--- src/sv/rau_mul.sv ---
// Registered unsigned multiplier shared by all cross products.
// Depends on nothing outside this file.
module rau_mul #(
  parameter int unsigned WIDTH = 31
) (
  input  logic                 clk_i,
  input  logic [WIDTH-1:0]     a_i,
  input  logic [WIDTH-1:0]     b_i,
  output logic [2*WIDTH-1:0]   prod_o
);

  logic [2*WIDTH-1:0] prod_q;

  always_ff @(posedge clk_i) begin
    prod_q <= (2*WIDTH)'(a_i) * (2*WIDTH)'(b_i);
  end

  assign prod_o = prod_q;

endmodule

--- config.mk ---
export PLATFORM = sky130hd
export DESIGN_NAME = rau_mul
export DESIGN_NICKNAME = d
export VERILOG_FILES = /design/src/sv/rau_mul.sv
export SDC_FILE = /design/constraint.sdc
export NUM_CORES = 2
export LEC_CHECK = 0
export ABC_AREA = 1
export BUFFER_PORTS_ARGS = -buffer_cell sky130_fd_sc_hd__buf_2
export CAP_MARGIN = 5
export CORE_ASPECT_RATIO = 0.8
export CORE_UTILIZATION = 25
export CTS_CLUSTER_DIAMETER = 60
export DETAILED_ROUTE_END_ITERATION = 16
export GPL_ROUTABILITY_DRIVEN = 0
export HOLD_SLACK_MARGIN = 0.08
export PLACE_DENSITY = 0.47
export SETUP_SLACK_MARGIN = 0.4
export SKIP_LAST_GASP = 1
export SYNTH_ARGS = -nofsm -noshare
export SYNTH_HDL_FRONTEND = slang
export SYNTH_SLANG_ARGS = --single-unit
--- constraint.sdc ---
create_clock -name clk_i -period 8.43 [get_ports clk_i]
set_clock_uncertainty 0.05 [all_clocks]
set_input_delay 0.4215 -clock clk_i [delete_from_list [all_inputs] [get_ports clk_i]]
set_output_delay 0.4215 -clock clk_i [all_outputs]
set_load 0.05 [all_outputs]
Word level (Yosys, flattened, before mapping) --
Index checks and enable logic that the tools add are counted.
Cells by class: multipliers 1
Operators with widths (number):
- $mul A31 B31 Y62 | 1
Word-level totals: flip-flop bits (word level) 62, input bits 63, output and inout port bits 62, logic and storage cells 2

Logic depth before layout (Yosys ltp) --
depth in word-level cells 1, mapped depth 30, depth with buffers taken out 29

Worst setup path before layout --
OpenSTA, ideal clock, no wires.
path kind input -> register, start point in b_i[4], end point reg prod_q[56] (netlist: prod_o[56]), library setup time 0.112 ns, arrival time 6.025 ns, required time 8.268 ns, slack 2.242 ns, stages on the path 26, buffers on the path 1, path through clkbuf_1 nand2_1 fa_1 inv_1 fa_1 fa_1 inv_1 fa_1 inv_1 fa_1 fa_1 fa_1 inv_1 fa_1 inv_1 ha_1 nand2_2 inv_1 nand2_1 nand2_1 a21oi_1 nand2_1 a21oi_1 nand2_1 nand2_1 nand2_1
Between the ends: longest elaborated chain between the ends 1
Ends and longest elaborated chain:
- start: declaration | line 8 | input logic [WIDTH-1:0] b_i,
- $mul A31 B31 Y62 | line 15 | prod_q <= (2*WIDTH)'(a_i) * (2*WIDTH)'(b_i);
- end signal: assignment | line 15
- end: declaration | line 12 | logic [2*WIDTH-1:0] prod_q;
Every way passes these cells.

Worst setup path after layout --
start point in a_i[18], end point reg prod_q[56] (netlist: prod_o[56])
Between the ends: longest elaborated chain between the ends 1
Ends and longest elaborated chain:
- start: declaration | line 7 | input logic [WIDTH-1:0] a_i,
- $mul A31 B31 Y62 | line 15
Every way passes these cells.

==> results.yml <==
cts:
  clock_path_buffers: 2
  hold_buffers: 0
  clkSinkCount: 62
  cts_setup_buffers: 0
  cts_buffers: 9
  ctsResizeCount: 0
  cts_tree: "yes"
  h-tree-depth: 3
  cts-root-buf: "clkbuf_16"
  path_clk_slew_ns: 0.06
status:
  outcome: "complete, no violations"
sta:
  tightest_slew_ns: 1.01
  fmax_ghz: 0.140
  timing_hold_violations_final: 0
  drv_slew: 0
  rsz0062_at_grt: "no"
  relSlewSlack_pct: 32.5
  fin_tns_setup_ns: 0
  finalSetupViolCount: 0
  fin_crit_ns: 7.15
  fin_crit_sh_pct: 84.9
placement:
  placed_area_sq_um: 37500
  place_inst: 6509
  io_buffers: 124
  hpwl_um: 92700
setup_path:
  critPathLaunchType: "input port"
  timing.critical_path.cells: "buf_2 -> buf_4 -> nand2_1 -> fa_1 -> inv_1 -> fa_1 -> fa_1 -> fa_1 -> fa_1 -> fa_1 -> fa_1 -> ha_1 -> ha_1 -> nand2_1 -> nor2_2 -> inv_2 -> nor3_2 -> nand2_1 -> nor2_1 -> nand2_1 -> nand3_1 -> nand2_1"
  cp_common_cell: "fa_1"
  crit_required_ns: 8.62
  critPathKind: "in -> reg"
  endpoint_kind: "flop"
  crit_slowest_cell: "fa_1"
  critPathTopFamily: "adder cells"
  cp.depth: 22
  max_stage_delay_ns: 0.58
  path_max_fanout: 22
  cp_num_buf_inv: 4
  critPathArrivalTime_ns: 7.34
global_route:
  gr-total-overflow: 0
  grt_first_pass_wirelength_um: 174000
  antenna_found_initial: 3
  grt.total_usage_pct: 16.2
  grt_pass1_vias: 28806
  grt_max_degree: 32
synthesis:
  synth_edf_count: 0
  synth_nets: 5831
  netlist_instances: 4676
  ys.flop_type: "dfxtp_1"
  ys_seq_area_share_pct: 3.55
  synth-async-reset-ratio_pct: 0
  synth.distinct_cells: 27
  ys_ff_latch: 62
  netlist_area_sq_um: 35000
  synth_warnings: 0
  syn_area_per_cell_sq_um: 7.48
floorplan:
  fp.dieH_um: 337
  die_area_sq_um: 142000
  start_util_pct: 25.3
  rows: 122
  num_io_pins: 125
  core_sq_um: 139000
  chipWidth_um: 420
job:
  cap_violations: 0
layout:
  drive_gt1_share_pct: 5.14
  n_fill_cell: 15428
  area_growth_pct: 8.06
  fin_cells: 6527
  nets: 5815
  final_core_util_pct: 27.3
  design_area_sq_um: 37800
  largest_reg_flops: 62
routing:
  drt-wirelength-per-cell_um: 17.0
  routed_via_density: 4.16
  drtAntennaViolNets: 0
  routed-via-count: 27152
  drc: 0
  dr.pass1.iters: 7
  drt_iter0_drc: 1771
  routed_wl_um: 111000
min_path:
  min_path_type: "in -> reg"
  holdPathStages: 4
==> routing by layer <==
layer | global-route usage, % | vias to the layer above | share of wire (%)
li1 | - | 12677 | -
met5 | 0 | - | 0.0081
met1 | 23.5 | 13789 | 48
met4 | 2.49 | 2 | 1.6
met2 | 26.5 | 614 | 46
met3 | 1.40 | 70 | 4.4
==> path summary, 6_finish.rpt <==
check	start	end
worst max-delay path	a_i[18]	prod_o[56]
worst min-delay path	b_i[0]	prod_o[0]
==> kinds of logic (layout without fill, tap and decap cells) <==
logic type | after synthesis | after routing | synth area share [%]
adders and majority gates | 1092 | 1092 | 57.0
DFF | 62 | 62 | 3.55
xor gates and xnor gates | 35 | 35 | 0.876
and+or+nand+nor | 1692 | 1692 | 19.2
AOI/OAI and AO/OA | 40 | 40 | 0.601
buffers and inverters | 1755 | 1744 | 18.8
other | 0 | 2 | 0
==> cells in the final DEF (no fill, tap or decap), types with 4 or more instances in the layout <==
cell and count:
and2_1 5, nor3_2 7, a21oi_1 36, nand3_2 8
o21bai_1 4, ha_1 255, nand4_1 16, dfxtp_1 62
fa_1 837, clkbuf_16 9, nor2_1 76, nor2_4 5
buf_4 35, xnor2_1 9, nand2_2 12, buf_2 124
nor3_1 5, nand3_1 44, xor2_1 26, inv_1 1556
nor2_2 18, nand2_1 1490, inv_2 11
==> cell usage after synthesis, types with 8 or more instances <==
cell	number	area share [%]
inv_1	1556	17
nand2_1	1490	16
fa_1	837	48
ha_1	255	9.1
clkbuf_1	186	2.0
nor2_1	76	0.82
dfxtp_1	62	3.5
nand3_1	44	0.63
a21oi_1	36	0.51
xor2_1	26	0.65
nor2_2	18	0.32
nand4_1	16	0.29
nand2_2	12	0.21
inv_2	11	0.12
xnor2_1	9	0.23
nand3_2	8	0.23
==> stage by stage <==
step,hold WS (ns),worst slack [ns]
3_3_place_gp,0.841,0.949
3_5_place_dp,0.842,0.953
4_1_cts,0.693,1.31
2_1_floorplan,0.469,2.24
6_report,0.705,1.28
5_1_grt,0.718,0.938
==> layout make-up <==
class                      instances  area [sq um]  share of cell area, %
antenna                            2          5.00                 0.0132
multi-input combinational       2859         27200                   71.8
clock inverter                     7          80.1                  0.212
sequential                        62          1240                   3.28
timing repair buffer             159           883                   2.34
clock buffer                       9           225                  0.595
tap                             1860          2330                   6.15
inverter                        1569          5890                   15.6
Power is left out: the tool's default activity adds up to more than one toggle a clock period on the data nets, which glitch-free logic cannot reach.
