<file path="config.mk">
export PLATFORM = sky130hd
export DESIGN_NAME = rau_div
export DESIGN_NICKNAME = d
export VERILOG_FILES = /design/src/sv/rau_div.sv
export SDC_FILE = /design/constraint.sdc
export NUM_CORES = 1
export LEC_CHECK = 0
export ABC_CLOCK_PERIOD_IN_PS = 4100
export BUFFER_PORTS_ARGS = -buffer_cell sky130_fd_sc_hd__buf_2
export CORE_MARGIN = 1
export CORE_UTILIZATION = 47
export CTS_CLUSTER_DIAMETER = 50
export CTS_CLUSTER_SIZE = 20
export DETAILED_ROUTE_END_ITERATION = 6
export PLACE_DENSITY = 0.67
export SYNTH_ARGS = -nofsm -noshare
export SYNTH_HDL_FRONTEND = slang
export SYNTH_SLANG_ARGS = --single-unit
</file>
<file path="constraint.sdc">
create_clock -name clk_i -period 4.1 [get_ports clk_i]
set_clock_uncertainty 0.1 [all_clocks]
set_input_delay 0.205 -clock clk_i [delete_from_list [all_inputs] [get_ports clk_i]]
set_output_delay 0.205 -clock clk_i [all_outputs]
set_load 0.02 [all_outputs]
</file>
<file path="src/sv/rau_div.sv">
// Restoring divider, one quotient bit per cycle.
// Depends on nothing outside this file.
module rau_div #(
  parameter int unsigned WIDTH = 64
) (
  input  logic             clk_i,
  input  logic             rst_ni,
  input  logic             start_i,
  input  logic [WIDTH-1:0] dividend_i,
  input  logic [WIDTH-1:0] divisor_i,
  output logic             done_o,
  output logic [WIDTH-1:0] quot_o
);

  localparam int unsigned CW = $clog2(WIDTH);

  logic             busy_q, busy_d, done_q, done_d;
  logic [CW-1:0]    cnt_q, cnt_d;
  logic [WIDTH-1:0] rem_q, rem_d, dvd_q, dvd_d, dvs_q, dvs_d;
  logic [WIDTH:0]   trial;
  logic             qbit;

  always_comb begin
    busy_d = busy_q;
    done_d = 1'b0;
    cnt_d  = cnt_q;
    rem_d  = rem_q;
    dvd_d  = dvd_q;
    dvs_d  = dvs_q;
    trial  = {rem_q, dvd_q[WIDTH-1]};
    qbit   = trial >= {1'b0, dvs_q};
    if (start_i) begin
      busy_d = 1'b1;
      cnt_d  = '0;
      rem_d  = '0;
      dvd_d  = dividend_i;
      dvs_d  = divisor_i;
    end else if (busy_q) begin
      rem_d = qbit ? WIDTH'(trial - {1'b0, dvs_q}) : trial[WIDTH-1:0];
      dvd_d = {dvd_q[WIDTH-2:0], qbit};
      cnt_d = cnt_q + 1'b1;
      if (cnt_q == CW'(WIDTH-1)) begin
        busy_d = 1'b0;
        done_d = 1'b1;
      end
    end
  end

  always_ff @(posedge clk_i or negedge rst_ni) begin
    if (!rst_ni) begin
      busy_q <= 1'b0;
      done_q <= 1'b0;
      cnt_q  <= '0;
    end else begin
      busy_q <= busy_d;
      done_q <= done_d;
      cnt_q  <= cnt_d;
    end
  end

  always_ff @(posedge clk_i) begin
    rem_q <= rem_d;
    dvd_q <= dvd_d;
    dvs_q <= dvs_d;
  end

  assign done_o = done_q;
  assign quot_o = dvd_q;

endmodule

</file>
After elaboration in Yosys (flattened, before gate mapping):

Index checks and enable logic that the tools add are counted.

* add/subtract/negate cells: 2
* order comparisons: 1
* eq/ne operators: 1
* multiplexer cells: 11
* reductions and logical operators: 1

Operator list (count)
* $mux 64: 3
* $ge 65x64->1: 1
* $sub 64x64->64: 1
* $mux 6: 2
* $add 6x1->6 const B: 1
* $eq 6x6->1 const B: 1
* $mux 1: 6
* $reduce_bool 2->1: 1

* flip-flop bits (word level): 200
* output and inout bits: 65
* logic and storage cells: 22

Logic depth before layout (Yosys ltp):

* depth after elaboration: 4
* gate-level depth with buffers: 16
* mapped depth without buffers: 13

Least setup slack after synthesis:

OpenSTA, ideal clock, no wires.

* kind: register -> register
* start: register dvd_q[63] (netlist: quot_o[63])
* end: register rem_q[48]
* setup time: 125 ps
* data arrival time: 3059 ps
* path slack: 816 ps
* stages on the path, launching flop included: 14
* buffers on the path: 0
* clock period less this slack: 3284 ps
* cells stage by stage: edfxtp_1 > inv_1 > ha_1 > fa_1 > nand2b_1 > a21oi_1 > nor2_1 > o31ai_1 > a21oi_1 > o311a_1 > nand2_1 > a21oi_1 > and3_1 > o41a_1

* word-level cells in the longest chain between the ends: 2

Ends and longest elaborated chain
* from (decl): line 19 `logic [WIDTH-1:0] rem_q, rem_d, dvd_q, dvd_d, dvs_q, dvs_d;`
* from (signal assigned): line 63 `dvd_q <= dvd_d;`
* $sub 64x64->64 or $ge 65x64->1 (tied branches): line 39, 31
* $mux 64 *: line 39 `rem_d = qbit ? WIDTH'(trial - {1'b0, dvs_q}) : trial[WIDTH-1:0];`
* to (signal assigned): line 62 `rem_q <= rem_d;`
* to (decl): line 19

Every way passes the cells marked *; elsewhere a longest branch is shown, timed or not.
A chain may end at the register's enable or synchronous reset.

Worst setup path after layout:

* start: register dvs_q[32]
* end: register rem_q[37]

* word-level cells in the longest chain between the ends: 2

Ends and longest elaborated chain
* from (decl): line 19
* from (signal assigned): line 64 `dvs_q <= dvs_d;`
* $sub 64x64->64 or $ge 65x64->1 (tied branches): line 39, 31
* $mux 64 *: line 39

Marks and branches as above.

==> metrics.csv <==
stage,metric,value,unit
status,outcome,"finished, final reports clean",
detailed_routing,detailed-route via count,10500,
layout,Layout fillers,2010,
sta,final setup violation count,0,
sta,min cycle time layout,3.97,ns
sta,number of max-slew violations in the final report,0,
global_routing,number of antenna violations at the first check in global routing,1,
critical_path,Crit Path Category,flip-flop to flip-flop,
layout,most frequent cells in the layout,"sky130_fd_sc_hd__buf_2 (194), sky130_fd_sc_hd__nand2_1 (159), sky130_fd_sc_hd__dlygate4sd3_1 (129), sky130_fd_sc_hd__edfxtp_1 (128), sky130_fd_sc_hd__a21oi_1 (87)",
detailed_routing,first-iteration detailed-routing DRC count,661,
layout,final cell count without fillers,1863,
clock_tree,TritonCTS Buffers,17,
layout,most frequent standard cell in the layout excluding fill and tap cells,sky130_fd_sc_hd__buf_2,
yosys,Cells after Synth,1219,
global_routing,vias in the first global route,10400,
global_routing,global-route usage over all layers,25.3,%
clock_tree,worst-case clock buffer depth,2,
yosys,Yosys cell types,73,
floorplanning,Placement Rows,57,
clock_tree,cell chosen for the clock root,sky130_fd_sc_hd__clkbuf_16,
sta,worst-case setup margin in the final layout,0.129,ns
global_routing,largest net degree at the start of global routing,146,
clock_tree,Worst-Skew Late Latency,0.46,ns
sta,setup total negative slack,0,ns
floorplanning,top-level I/O count,196,
sta,number of hold violations in the final report,0,
yosys,Synthesis Warnings,0,
sta,highest clock rate,252,MHz
yosys,most used flip-flop cell after synthesis,sky130_fd_sc_hd__edfxtp_1,
clock_tree,CTS tree,done,
floorplanning,die extent in y,161,um
sta,Slew headroom,35.3,%
floorplanning,initial standard-cell utilization of the core,48.3,%
placement,Cell Count Post-Placement,1699,
floorplanning,full die area,25800,um^2
placement,Post-Place Cell Area,13100,um^2
yosys,part of the Yosys area used for sequential elements,45.1,%
layout,total number of nets in the final design,1722,
detailed_routing,number of nets still failing antenna checks after routing,0,
placement,gpl congestion,0.910,
power_and_ir_drop,total power per unit cell area,327,nW/um^2
power_and_ir_drop,worst vdd rail ir drop,0.000266,V
yosys,"Net Count, Synth",1416,
yosys,per-instance average area after synthesis,9.69,um^2
yosys,"Cell Area, Synth",11800,um^2
critical_path,critical path endpoint category,flip-flop,
flow_run,# Max-Cap Violations,0,
floorplanning,horizontal die dimension,161,um
clock_tree,TritonCTS Sinks,200,
critical_path,maximum fanout along the worst path,18,
sta,smallest hold slack,0.0212,ns
global_routing,first-pass GRT wire length,52.1,mm
sta,Worst-Margin Slew,0.970,ns
detailed_routing,routed wire length per instance,17.3,um
critical_path,Critical Path Start Type,flip-flop,
critical_path,required time worst endpoint,4.36,ns
detailed_routing,number of remaining DRC errors,0,
detailed_routing,total detailed-routing wirelength,32.3,mm
detailed_routing,via-per-instance ratio,5.62,
placement,sum of net half-perimeters after detailed placement,21.7,mm
layout,share of cells above drive strength 1,21.6,%
clock_tree,CTS H-tree lvls,4,
floorplanning,Floorplan Core Area,24500,um^2
clock_tree,clock-pin slew on the worst setup and hold paths,0.09,ns
yosys,count of state elements after synthesis,200,
placement,DP Worst Slack,0.140,ns
detailed_routing,Initial DRT Pass Iterations,5,
yosys,number of synthesized flops with an enable pin,128,
power_and_ir_drop,static leakage,6.47,nW
placement,count of input and output buffers,195,
sta,Final period util,96.9,%
layout,final core utilization,61.7,%
layout,area of all placed cells without fillers,15100,um^2
hold_path,Hold Crit Class,input pin to flip-flop,
yosys,async set-reset flop share out of synthesis,4.00,%
global_routing,GRT Residual Overflow,0,
layout,"Area growth, synth to finish",27.8,%
critical_path,data arrival time of the critical path,4.23,ns
power_and_ir_drop,PnR Total Power,4.93,mW
==> power by group <==
part / internal [mW] / switching, mW
clock: 0.869 / 0.975
combinational: 0.339 / 0.403
sequential: 2.28 / 0.0628
==> sequential cells by signal, indices dropped and copies added, names as in the netlist <==
signal	flops
done_o	1
busy_q	1
quot_o	64
rem_q	64
dvs_q	64
cnt_q	6
==> layout make-up <==
class | count | area [um^2] | area share [%]
multi-input combinational | 877 | 5960 | 39.5
clock buffer | 17 | 425 | 2.82
antenna | 1 | 2.50 | 0.0166
tap | 324 | 405 | 2.69
sequential | 200 | 5330 | 35.3
inverter | 86 | 323 | 2.14
timing repair buffer | 343 | 2430 | 16.1
clock inverter | 15 | 223 | 1.48
==> path summary, 6_finish.rpt <==
kind	to	from	slack [ns]	cells after the start
worst min register to register	rem_q[63]$_SDFFE_PP0P_	rem_q[63]$_SDFFE_PP0P_	0.39	2
worst max register to register	rem_q[37]$_SDFFE_PP0P_	dvs_q[32]$_DFFE_PP_	0.13	12
worst max-delay path	rem_q[37]$_SDFFE_PP0P_	dvs_q[32]$_DFFE_PP_	0.13	12
max in group asynchronous	busy_q$_DFF_PN0_	rst_ni	3.68	2
worst min-delay path	cnt_q[1]$_DFFE_PN0P_	start_i	0.02	2
min in group asynchronous	cnt_q[5]$_DFFE_PN0P_	rst_ni	0.03	2
==> logic make-up after synthesis <==
logic type,Yosys count,share of synthesized area [%]
AND/OR/NAND/NOR,367,14.3
adder cells (fa/ha/maj),66,7.06
AO/OA/AOI/OAI,310,17.5
buffers and inverters,143,4.68
flip-flops,200,45.1
multiplexers,76,7.13
XOR/XNOR,57,4.23
==> critical path, stage by stage, from the launching register on <==
cell	delay (ns)
sky130_fd_sc_hd__edfxtp_1	0.33
sky130_fd_sc_hd__inv_1	0.04
sky130_fd_sc_hd__ha_1	0.49
sky130_fd_sc_hd__nand4_1	0.24
sky130_fd_sc_hd__nor3_2	0.36
sky130_fd_sc_hd__and3_1	0.29
sky130_fd_sc_hd__nand4_1	0.15
sky130_fd_sc_hd__o21ai_1	0.38
sky130_fd_sc_hd__nor2b_1	0.28
sky130_fd_sc_hd__inv_2	0.17
sky130_fd_sc_hd__nand2_4	0.18
sky130_fd_sc_hd__or4_1	0.60
sky130_fd_sc_hd__a311oi_1	0.27
==> Yosys cell counts, drive strengths merged (3+ instances only) <==
library cell	count	area (um^2)
a221oi	4	35.0
o21ai	58	294
nor4	4	25.0
nor2b	6	37.5
nor2	84	318
dfrtp	8	200
a221o	3	30.0
edfxtp	128	3840
a211oi	7	57.6
or2	4	25.0
o221ai	3	26.3
dfxtp	64	1280
clkbuf	45	169
buf	12	61.3
mux2	65	732
and3	15	93.8
nand4	22	138
nor3	19	95.1
a31oi	13	87.6
nand2	160	608
o211ai	7	52.6
inv	85	319
nand2b	7	43.8
o21a	11	82.6
nand3	15	75.1
a21o	27	203
xnor2	32	280
xor2	25	219
o31ai	9	67.6
a21oi	87	435
or3	12	80.1
mux2i	11	110
a32oi	7	61.3
ha	65	813
a311oi	37	324
and4	4	40.0
o21bai	17	128
and2	9	56.3
==> layer usage <==
metal | GRT usage, % | routed length [um] | vias up
li1 | - | - | 5070
met1 | 31.5 | 13900 | 4956
met2 | 43.6 | 15700 | 388
met3 | 4.57 | 1920 | 56
met4 | 9.22 | 756 | 0
met5 | 0 | 0 | -
==> what timing repair did <==
item                                    CTS  global route
setup buffers                             0             1
hold buffers                            129             0
endpoints found under the hold margin   136             0
endpoints found under the setup margin    0            35
gates resized for setup                   0             2
(Power assumes the default switching activity.)
